$ cat config.mk
export PLATFORM = sky130hd
export DESIGN_NAME = ftx_cell
export DESIGN_NICKNAME = d
export VERILOG_FILES = /design/src/rtl/ftx_pkg.sv /design/src/rtl/ftx_cell.sv
export SDC_FILE = /design/constraint.sdc
export NUM_CORES = 1
export LEC_CHECK = 0
export ABC_AREA = 0
export ABC_CLOCK_PERIOD_IN_PS = 9600
export BUFFER_PORTS_ARGS = -buffer_cell sky130_fd_sc_hd__buf_2
export CORE_AREA = 2 2 320 322
export DETAILED_ROUTE_END_ITERATION = 10
export DIE_AREA = 0 0 322 324
export GPL_ROUTABILITY_DRIVEN = 0
export HOLD_SLACK_MARGIN = 0.12
export SLEW_MARGIN = 25
export SYNTH_ARGS = -nofsm -noshare
export SYNTH_HDL_FRONTEND = slang
export SYNTH_SLANG_ARGS = --single-unit
export TNS_END_PERCENT = 10
$ cat constraint.sdc
create_clock -name i_clk -period 9.6 [get_ports i_clk]
set_clock_uncertainty 0.1 [all_clocks]
set_input_delay 0.96 -clock i_clk [delete_from_list [all_inputs] [get_ports i_clk]]
set_output_delay 0.96 -clock i_clk [all_outputs]
set_load 0.1 [all_outputs]
$ cat src/rtl/ftx_pkg.sv
`default_nettype none
package ftx_pkg;

    localparam int CLUSTER_BITS      = 28;
    localparam int MAX_EXTENTS_DEF   = 256;
    localparam int MAX_BACK_RUNS_DEF = 64;
    localparam int ARG_W             = 28;
    // signed width for free-gap arithmetic
    localparam int AW                = CLUSTER_BITS + 2;

    localparam logic [31:0] VAL_MEDIA = 32'h0fff_fff8;
    localparam logic [31:0] VAL_EOC   = 32'h0fff_ffff;
    localparam logic [31:0] VAL_BAD   = 32'h0fff_fff7;
    localparam logic [31:0] VAL_FREE  = 32'h0000_0000;
    localparam logic [31:0] RESERVED  = 32'd2;

    localparam logic [CLUSTER_BITS-1:0] DC_RESET = CLUSTER_BITS'(65536);
    localparam logic [CLUSTER_BITS-1:0] DC_MAX   = CLUSTER_BITS'((1 << CLUSTER_BITS) - 11);

    typedef enum logic [2:0] {
        OP_READ        = 3'd0,
        OP_WRITE       = 3'd1,
        OP_ALLOC_FRONT = 3'd2,
        OP_ALLOC_BACK  = 3'd3,
        OP_EXTEND      = 3'd4,
        OP_FINALIZE    = 3'd5
    } t_op;

    typedef struct packed {
        logic [CLUSTER_BITS-1:0] first;
        logic [CLUSTER_BITS-1:0] last;
        logic [31:0]             lit;
        logic [31:0]             nx;
        logic                    chain;
    } t_ext;

    typedef enum logic [1:0] {
        CMD_NONE,
        CMD_WRITE,
        CMD_SHIFT_UP,
        CMD_SHIFT_DOWN
    } t_cmd_op;

    typedef struct packed {
        t_cmd_op op;
        t_ext    ext;
    } t_cmd;

    typedef struct packed {
        logic        search;
        logic [31:0] key;
    } t_query;

    typedef struct packed {
        logic found;
        t_ext ext;
    } t_pass;

    typedef enum logic [4:0] {
        S_IDLE,
        S_FETCH,
        S_RD,
        S_WR_CHK,
        S_WR_PREV,
        S_WR_GROW,
        S_WR_RT,
        S_P_FIRST_WR,
        S_P_LAST_SH,
        S_P_SPLIT_SH2,
        S_P_SPLIT_TAIL,
        S_P_SPLIT_HEAD,
        S_P_NEW,
        S_AF,
        S_AB,
        S_EX_WALK,
        S_EX_END,
        S_EX_LINK,
        S_FN_CHK,
        S_FN_FREE,
        S_FN_BAD,
        S_FN_RD,
        S_FN_WR,
        S_DONE
    } t_state;

endpackage
`default_nettype wire

$ cat src/rtl/ftx_cell.sv
`default_nettype none
module ftx_cell #(
    parameter int IDX_W = 8,
    parameter int CNT_W = 9
) (
    input  wire logic               i_clk,
    input  wire logic               i_rst_n,
    input  wire logic [IDX_W-1:0]   i_cell_id,
    input  wire logic [CNT_W-1:0]   i_ext_cnt,
    input  wire ftx_pkg::t_query    i_query,
    input  wire logic [IDX_W-1:0]   i_query_idx,
    input  wire ftx_pkg::t_cmd      i_cmd,
    input  wire logic [IDX_W-1:0]   i_cmd_pos,
    input  wire ftx_pkg::t_ext      i_left,
    input  wire ftx_pkg::t_ext      i_right,
    output ftx_pkg::t_ext           o_ext,
    input  wire ftx_pkg::t_pass     i_pass,
    input  wire logic [IDX_W-1:0]   i_pass_k,
    output ftx_pkg::t_pass          o_pass,
    output logic [IDX_W-1:0]        o_pass_k
);

    ftx_pkg::t_ext  r_ext;
    ftx_pkg::t_ext  rst_ext;
    ftx_pkg::t_pass r_pass;
    logic [IDX_W-1:0] r_pass_k;
    logic in_use;
    logic hit;

    assign in_use = CNT_W'(i_cell_id) < i_ext_cnt;

    always_comb begin
        if (i_query.search) begin
            hit = in_use && (i_query.key >= 32'(r_ext.first))
                         && (i_query.key <= 32'(r_ext.last));
        end else begin
            hit = in_use && (i_query_idx == i_cell_id);
        end
    end

    always_comb begin
        rst_ext       = '0;
        rst_ext.first = (i_cell_id == IDX_W'(1)) ? ftx_pkg::CLUSTER_BITS'(1) : '0;
        rst_ext.last  = rst_ext.first;
        if (i_cell_id == '0) begin
            rst_ext.lit = ftx_pkg::VAL_MEDIA;
        end else if (i_cell_id == IDX_W'(1)) begin
            rst_ext.lit = ftx_pkg::VAL_EOC;
        end
    end

    always_ff @(posedge i_clk) begin
        if (!i_rst_n) begin
            r_ext <= rst_ext;
        end else begin
            case (i_cmd.op)
                ftx_pkg::CMD_WRITE: begin
                    if (i_cmd_pos == i_cell_id) r_ext <= i_cmd.ext;
                end
                ftx_pkg::CMD_SHIFT_UP: begin
                    if (i_cell_id > i_cmd_pos) r_ext <= i_left;
                end
                ftx_pkg::CMD_SHIFT_DOWN: begin
                    if (i_cell_id >= i_cmd_pos) r_ext <= i_right;
                end
                default: ;
            endcase
        end
    end

    // hand the lookup result toward the far end of the row
    always_ff @(posedge i_clk) begin
        if (!i_rst_n) begin
            r_pass.found <= 1'b0;
        end else begin
            r_pass.found <= hit | i_pass.found;
        end
        r_pass.ext <= hit ? r_ext : i_pass.ext;
        r_pass_k   <= hit ? i_cell_id : i_pass_k;
    end

    assign o_ext    = r_ext;
    assign o_pass   = r_pass;
    assign o_pass_k = r_pass_k;

endmodule
`default_nettype wire

Word level (Yosys, flattened, before mapping)
Cells that the tools add are included.
Widths: inputs -> output; s select.
{ "totals": {"register_bits": 251, "inputBits": 563, "output_inout_bits": 251, "wordCells": 49} }
{ "op_classes": {"order_cmp": 5, "n_eq_ne": 13, "muxes": 11, "n_bitwise": 1, "n_reduce_logical": 7} }
{ "ops": {"columns": ["operator", "count"], "rows": [
  ["$mux 121", 5],
  ["$pmux 121 s3", 1],
  ["$mux 28", 2],
  ["$ge 32x28->1", 1],
  ["$le 32x28->1", 1],
  ["$eq 8x8->1", 2],
  ["$lt 8x9->1", 1],
  ["$ne 3x3->1 const B", 3],
  ["$eq 8x1->1 const B", 1],
  ["$ge 8x8->1", 1],
  ["$gt 8x8->1", 1],
  ["$logic_not 8->1", 1],
  ["$mux 8", 1],
  ["$reduce_and 4->1", 2],
  ["$ne 2x2->1 const B", 3],
  ["$eq 2x2->1 const B", 2],
  ["$ne 4x1->1 const B", 1],
  ["$logic_and 1x1->1", 3],
  ["$reduce_bool 3->1", 1],
  ["$eq 2x1->1 const B", 1],
  ["$mux 1", 2],
  ["$or 1x1->1", 1]
]} }

Logic depth before layout (Yosys ltp)
Gate-level depths: netlist (run 1).
{ "logic_depth": {"depth_word": 5, "mapped_depth": 11, "mapped_depth_nobuf": 9} }

Worst setup path after synthesis (run 1)
OpenSTA, ideal clock, no wires.
{ "synth_path": {"path_kind": "input -> register", "from": "in i_cmd_pos[1]", "to": "reg r_ext (netlist bit o_ext[100]) (enable)", "setup_time_ns": 0.487, "arrival_time_ns": 4.879, "t_required_ns": 9.013, "path_slack_ns": 4.134, "path_stages": 9, "n_path_buf": 1, "cell_sequence": "inv_1 ha_1 nor2b_1 o21a_1 o21ai_0 a21oi_1 o311ai_0 a41oi_1 clkbuf_1"} }
{ "synth_between": {"elab_chain_cells": 3, "word_cells_on_any_way": 7, "cone_classes": "2 x order compare; 4 x eq/ne; 1 x reduce/logical"} }
{ "synth_rtl": {"columns": ["item", "line_no", "source"], "rows": [
  ["from (decl)", "ftx_cell.sv:13", "input wire logic [IDX_W-1:0] i_cmd_pos,"],
  ["$ge 8x8->1 (tied with other cells)", "ftx_cell.sv:64", "if (i_cell_id >= i_cmd_pos) r_ext <= i_right;"],
  ["$ne 3x3->1 (no source line)", null, null],
  ["$reduce_and 4->1 (no source line) (*)", null, null],
  ["to (signal assigned)", "ftx_cell.sv:58", "if (i_cmd_pos == i_cell_id) r_ext <= i_cmd.ext;"],
  ["to (signal assigned)", "ftx_cell.sv:61", "if (i_cell_id > i_cmd_pos) r_ext <= i_left;"],
  ["to (signal assigned)", "ftx_cell.sv:64", null],
  ["to (decl)", "ftx_cell.sv:23", "ftx_pkg::t_ext r_ext;"]
]} }
Mark *: on every way between the ends. The rest lies on a longest branch, timed or not.
A chain may end at the register's enable or synchronous reset.

Worst setup path in the final report (run 1)
{ "layout_path": {"from": "reg r_ext (netlist bit o_ext[87])", "to": "reg r_pass (netlist bit o_pass[80])"} }
{ "layout_between": {"elab_chain_cells": 4} }
{ "layout_rtl": {"columns": ["item", "line_no", "source"], "rows": [
  ["from (signal assigned)", "ftx_cell.sv:54", "r_ext <= rst_ext;"],
  ["from (signal assigned)", "ftx_cell.sv:58", null],
  ["from (signal assigned)", "ftx_cell.sv:61", null],
  ["$le 32x28->1", "ftx_cell.sv:35", "&& (i_query.key <= 32'(r_ext.last));"],
  ["$logic_and 1x1->1", "ftx_cell.sv:35", null],
  ["$mux 1", "ftx_cell.sv:33", "if (i_query.search) begin"],
  ["$mux 121", "ftx_cell.sv:78", "r_pass.ext <= hit ? r_ext : i_pass.ext;"],
  ["to (decl)", "ftx_cell.sv:25", "ftx_pkg::t_pass r_pass;"]
]} }
Every way passes these cells.

==> impl_metrics.env, run 1 <==
export IMPL_fp_dieH_um=324
export IMPL_startpoint_type="flop"
export IMPL_dp_slack_ns=3.44
export IMPL_cts_tree="built"
export IMPL_max_clock_freq_ghz=0.190
export IMPL_grt_max_degree=122
export IMPL_cts_resized=0
export IMPL_synth_most_common_cell="dfxtp_1"
export IMPL_dpl_hpwl_um=64900
export IMPL_drtIter0Drc=718
export IMPL_vias=12700
export IMPL_yosys_area_share_simple_pct=6.41
export IMPL_die_area_sq_mm=0.104
export IMPL_antenna_found_initial=62
export IMPL_power_frac_comb_pct=33.0
export IMPL_hold_buffers=0
export IMPL_cts_made_buffers=35
export IMPL_synth_seq_area_share_pct=46.9
export IMPL_p_total_uw=3910
export IMPL_synth_edff_count=88
export IMPL_grt_pass1_wl_um=97500
export IMPL_power_frac_clock_pct=33.7
export IMPL_endpoint_kind="flop"
export IMPL_drv_slew=0
export IMPL_finalSetupViolCount=0
export IMPL_seqPwrFrac_pct=33.4
export IMPL_syn_area_sq_mm=0.0126
export IMPL_status="completed"
export IMPL_finalHoldViolations=0
export IMPL_yosys_warnings=0
export IMPL_netlist_area_leader_share_pct=25.9
export IMPL_clock_sinks=251
export IMPL_hold_path_end="o_pass[63]$_DFF_P_"
export IMPL_p_sw_share_pct=42.4
export IMPL_p_per_area_mw_per_mm2=203
export IMPL_synth_common_cells="163 x dfxtp_1, 121 x mux2i_1, 105 x inv_1, 101 x o21ai_0, 99 x mux2_1"
export IMPL_area_growth_pct=52.8
export IMPL_start_util_pct=12.5
export IMPL_utilization_pct=19.0
export IMPL_worst_slew_pin_slew_ns=0.964
export IMPL_critical_path_class="flop to flop"
export IMPL_min_from="o_ext[63]$_SDFFCE_PN0P_"
export IMPL_overflow=0
export IMPL_r2r_end="o_pass[80]$_DFF_P_"
export IMPL_io_pins=814
export IMPL_r2r_slack_ns=4.34
export IMPL_root_buffer="clkbuf_16"
export IMPL_vdd_drop_max_uv=93.0
export IMPL_fp_dieW_um=322
export IMPL_drive_above_1_share_pct=45.8
export IMPL_cts_buffer_depth=3
export IMPL_yosys_top_cells_area="dfxtp_1 26%, edfxtp_1 21%, mux2i_1 9.6%"
export IMPL_worst_slack_ns=4.34
export IMPL_via_per_inst=3.82
export IMPL_r2r_start="o_ext[87]$_SDFFCE_PN0P_"
export IMPL_drc_errors=0
export IMPL_synth_area_per_cell_sq_um=10.6
export IMPL_hp_class="flop to flop"
export IMPL_period_needed_ns=5.26
export IMPL_ant_nets=0
export IMPL_rows=117
export IMPL_finish_instance_area_sq_mm=0.0192
export IMPL_yosys_area_share_adder_pct=7.06
export IMPL_grt_pass1_vias=12200
export IMPL_switching_power_uw=1660
export IMPL_core_region_area_sq_mm=0.101
export IMPL_clk_latency_ns=0.56
export IMPL_setup_tns_final_ns=0
export IMPL_async_reset_ff_share_pct=0
export IMPL_nFillCells=11300
export IMPL_clk_pin_slew_ns=0.06
export IMPL_reg2regPathDepth=11
export IMPL_synth_compound_area_share_pct=11.9
export IMPL_drt_pass1_iter_count=5
export IMPL_yosysUniqueCellTypes=49
export IMPL_synth_largest_area_cell="dfxtp_1"
export IMPL_htreeDepth=2
export IMPL_max_cap_viol_count=0
export IMPL_io_buffer_count=813
export IMPL_relSlewSlack_pct=35.8
export IMPL_grt_total_usage_pct=13.8
export IMPL_routedWlPerCell_um=23.2
export IMPL_p_int_uw=2250
export IMPL_dpl_instance_area_sq_mm=0.0181
export IMPL_crit_fanout=64
export IMPL_leakage_uw=0.00901
export IMPL_synth_top_family_by_area="multiplexers"
export IMPL_synthFlopType="dfxtp_1"
export IMPL_arrival_ns=5.59
export IMPL_fin_nets=2609
export IMPL_synth_cells=1186
export IMPL_wirelength_um=77000
export IMPL_cp_required_ns=9.93
export IMPL_synthMuxAreaShare_pct=21.2
export IMPL_synthXorXnorAreaFrac_pct=0.557
export IMPL_ys_seq_elements=251
export IMPL_whs_path_depth=1
export IMPL_rsz0062_at_grt="false"
export IMPL_finalCritPeriodShare_pct=54.8
export IMPL_post_cts_buffers=0
export IMPL_synthesis_nets=1820
[sequential cells by signal (all words and copies together), names as in the netlist]
signal and cells:
o_pass 122, o_pass_k 8, o_ext 121
[power groups by stage]
stage,clock (uW),combinational (uW),sequential (uW)
6_report,1320,1290,1300
5_1_grt,1410,1350,1310
4_1_cts,1380,1300,1310
3_5_place_dp,0,1290,1330
3_3_place_gp,0,1290,1330
2_1_floorplan,0,235,1990
[stage by stage]
stage	instances	hold WS, ns
floorplan	1186	0.807
global placement	3247	0.360
detailed placement	3247	0.368
CTS	3311	0.385
global route	3315	0.410
finish	3319	0.381
[placed cells by master (no fill, tap or decap), types with 2 or more instances in the layout]
cell,n
edfxtp_1,88
buf_4,9
nand3_1,8
xnor2_1,7
inv_1,105
mux2i_1,121
nand2_1,82
mux2_1,99
clkinv_2,4
nand2b_1,2
clkbuf_16,36
o21a_1,4
inv_6,3
nor2_1,65
inv_4,2
nor2b_1,3
dfxtp_1,163
o22ai_1,33
a21oi_1,23
ha_1,71
o31ai_1,2
o21ai_0,101
clkinv_4,3
diode_2,8
buf_2,811
nand4_1,14
bufinv_16,2
clkbuf_1,10
mux2_2,30
a211oi_1,60
nor3_1,3
a21o_1,3
clkbuf_8,4
o211ai_1,2
nor4_1,3
[cell type report]
class | count | area [sq um] | share of cell area, %
Clock buffer | 48 | 966 | 5.02
Inverter | 106 | 400 | 2.08
Tap cell | 1309 | 1640 | 8.52
Sequential cell | 251 | 5910 | 30.7
Multi-Input combinational cell | 757 | 5950 | 30.9
Antenna cell | 8 | 20.0 | 0.104
Timing Repair Buffer | 824 | 4190 | 21.8
Clock inverter | 16 | 166 | 0.865
[worst max path at each step]
stage | from | end | slack [ns]
floorplan | i_cmd_pos[1] | o_ext[100]$_SDFFCE_PN0P_ | 4.13
global placement | i_query[31] | o_pass[70]$_DFF_P_ | 3.58
detailed placement | i_query[31] | o_pass[80]$_DFF_P_ | 3.44
CTS | o_ext[120]$_SDFFCE_PN0P_ | o_pass[80]$_DFF_P_ | 3.87
global route | o_ext[120]$_SDFFCE_PN0P_ | o_pass[80]$_DFF_P_ | 4.00
finish | o_ext[87]$_SDFFCE_PN0P_ | o_pass[80]$_DFF_P_ | 4.34
[cell families (layout without fill, tap and decap cells)]
group,count (synthesis),after routing
and+or+nand+nor,187,187
muxes,250,250
other,0,8
buffers and inverters,178,994
DFF,251,251
xor gates and xnor gates,8,8
adders and majority gates,71,71
AOI/OAI and AO/OA,241,241
[routing by layer]
layer / part of all wire (%) / routed length [um] / GRT usage, % / up-vias
li1: - / - / - / 5867
met1: 40 / 31100 / 16.5 / 5837
met2: 44 / 33900 / 21.7 / 692
met3: 11 / 8590 / 6.22 / 194
met4: 3.9 / 3000 / 4.89 / 72
met5: 0.57 / 442 / 0 / -
[worst max-delay path: stages (launching register included)]
cell and delay (ns):
edfxtp_1 0.52, inv_1 0.11, ha_1 0.30, nand4_1 0.20, nor4_2 0.67, or3b_1 0.45
o31ai_1 0.10, o221ai_2 0.28, a22oi_4 0.42, buf_4 0.70, buf_6 0.66, mux2_1 0.40
No activity file was read; power rests on OpenSTA's default activity.
==> inputs of run 2 (changes only) <==
--- a/config.mk
+++ b/config.mk
@@ -6,11 +6,11 @@
 export NUM_CORES = 1
 export LEC_CHECK = 0
 export ABC_AREA = 0
-export ABC_CLOCK_PERIOD_IN_PS = 9600
+export ABC_CLOCK_PERIOD_IN_PS = 5400
 export BUFFER_PORTS_ARGS = -buffer_cell sky130_fd_sc_hd__buf_2
-export CORE_AREA = 2 2 320 322
+export CORE_AREA = 2 2 312 314
 export DETAILED_ROUTE_END_ITERATION = 10
-export DIE_AREA = 0 0 322 324
+export DIE_AREA = 0 0 314 316
 export GPL_ROUTABILITY_DRIVEN = 0
 export HOLD_SLACK_MARGIN = 0.12
 export SLEW_MARGIN = 25
==> constraint.sdc (replaced) <==
create_clock -name i_clk -period 5.4 [get_ports i_clk]
set_clock_uncertainty 0.1 [all_clocks]
set_input_delay 0.54 -clock i_clk [delete_from_list [all_inputs] [get_ports i_clk]]
set_output_delay 0.54 -clock i_clk [all_outputs]
set_load 0.1 [all_outputs]
==> impl_metrics.env, run 2 (synthesized netlist as in run 1, its figures left out) <==
export IMPL_fin_nets=2739
export IMPL_max_clock_freq_ghz=0.225
export IMPL_clk_pin_slew_ns=0.06
export IMPL_dpl_hpwl_um=58400
export IMPL_vdd_drop_max_uv=137
export IMPL_clock_sinks=251
export IMPL_slowest_stage="a2111oi_1"
export IMPL_grt_total_usage_pct=13.6
export IMPL_cp_required_ns=5.73
export IMPL_path_cells="inv_1, ha_1, nor2b_1, o211ai_1, a21oi_1, a2111oi_1, buf_4, o221ai_2, a22oi_4, buf_12, mux2_1"
export IMPL_hp_class="input pin to flop"
export IMPL_p_total_uw=6940
export IMPL_antenna_found_initial=34
export IMPL_ant_nets=0
export IMPL_start_util_pct=13.1
export IMPL_grt_max_degree=127
export IMPL_vias=12900
export IMPL_max_cap_viol_count=0
export IMPL_finalHoldViolations=0
export IMPL_hold_buffers=127
export IMPL_worst_slew_pin_slew_ns=0.974
export IMPL_critPathTopFamily="compound AO/OA/AOI/OAI gates"
export IMPL_status="completed"
export IMPL_crit_fanout=126
export IMPL_arrival_ns=4.77
export IMPL_root_buffer="clkbuf_16"
export IMPL_overflow=0
export IMPL_area_growth_pct=62.6
export IMPL_fp_dieH_um=316
export IMPL_largest_register_ffs=122
export IMPL_rows=114
export IMPL_drtIter0Drc=704
export IMPL_io_pins=814
export IMPL_via_per_inst=3.78
export IMPL_cts_buffer_depth=3
export IMPL_leakage_uw=0.00954
export IMPL_whs_path_depth=2
export IMPL_finalSetupViolCount=0
export IMPL_drc_errors=0
export IMPL_routedWlPerCell_um=21.0
export IMPL_endpoint_kind="flop"
export IMPL_htreeDepth=2
export IMPL_critical_path_class="flop to flop"
export IMPL_io_buffer_count=813
export IMPL_reg2regPathDepth=11
export IMPL_relSlewSlack_pct=34.4
export IMPL_grt_pass1_wl_um=95100
export IMPL_core_region_area_sq_mm=0.0960
export IMPL_drt_pass1_iter_count=5
export IMPL_path_depth=11
export IMPL_fp_dieW_um=314
export IMPL_cts_tree="built"
export IMPL_cts_resized=0
export IMPL_mostFrequentLayoutCell="buf_2"
export IMPL_setup_tns_final_ns=0
export IMPL_drv_slew=0
export IMPL_startpoint_type="flop"
export IMPL_grt_pass1_vias=12800
export IMPL_cts_made_buffers=35
export IMPL_wirelength_um=71800
export IMPL_crit_buf_inv=3
export IMPL_final_cell_mix="811 x buf_2, 163 x dfxtp_1, 127 x dlygate4sd3_1"
export IMPL_finalCritPeriodShare_pct=82.2
export IMPL_rsz0062_at_grt="false"
export IMPL_p_per_area_mw_per_mm2=339
export IMPL_post_cts_buffers=0
export IMPL_die_area_sq_mm=0.0992
export IMPL_drive_above_1_share_pct=43.1
export IMPL_period_needed_ns=4.44
export IMPL_critPathMaxStageDelay_ns=0.80
export IMPL_clk_latency_ns=0.56
run 2: through the flow:
step	hold slack (ns)	area [sq um]	cells	setup slack (ns)	utilization (%)
5_1_grt	0.132	20500	3416	0.788	21.3
3_3_place_gp	0.357	18100	3217	0.745	18.8
4_1_cts	0.121	20400	3407	1.03	21.3
3_5_place_dp	0.367	18100	3217	0.721	18.8
2_1_floorplan	0.558	12600	1186	0.354	-
6_report	0.155	20500	3421	0.960	21.3
run 2: final timing paths:
kind	from	to	slack, ns
setup / recovery	o_ext[66]$_SDFFCE_PN0P_	o_pass[93]$_DFF_P_	0.96
hold / removal	i_pass[120]	o_pass[120]$_DFF_P_	0.15
setup reg to reg	o_ext[66]$_SDFFCE_PN0P_	o_pass[93]$_DFF_P_	0.96
hold reg to reg	o_ext[46]$_DFFE_PP_	o_pass[46]$_DFF_P_	0.38
run 2: final cells by class:
cell class | count | area [sq um]
inverter | 106 | 399
fill | 10500 | 75500
timing repair buffer | 954 | 5500
antenna | 14 | 35.0
clock buffer | 41 | 928
clock inverter | 22 | 158
tap | 1276 | 1600
multi-input combinational | 757 | 5940
sequential | 251 | 5910
run 2: report_power, final:
group          leakage (uW)  internal, uW  switching, uW
Combinational       0.00676           543           1840
Clock              0.000537          1290            967
Sequential          0.00225          2150            146
Total               0.00954          3990           2950
run 2: per-layer routing:
metal	vias to the layer above	part of all wire (%)	global-route usage (%)
met1	6018	42	16.6
met3	123	6.8	3.40
li1	6132	-	-
met4	24	3.4	4.99
met5	-	0.21	0
met2	618	48	23.2
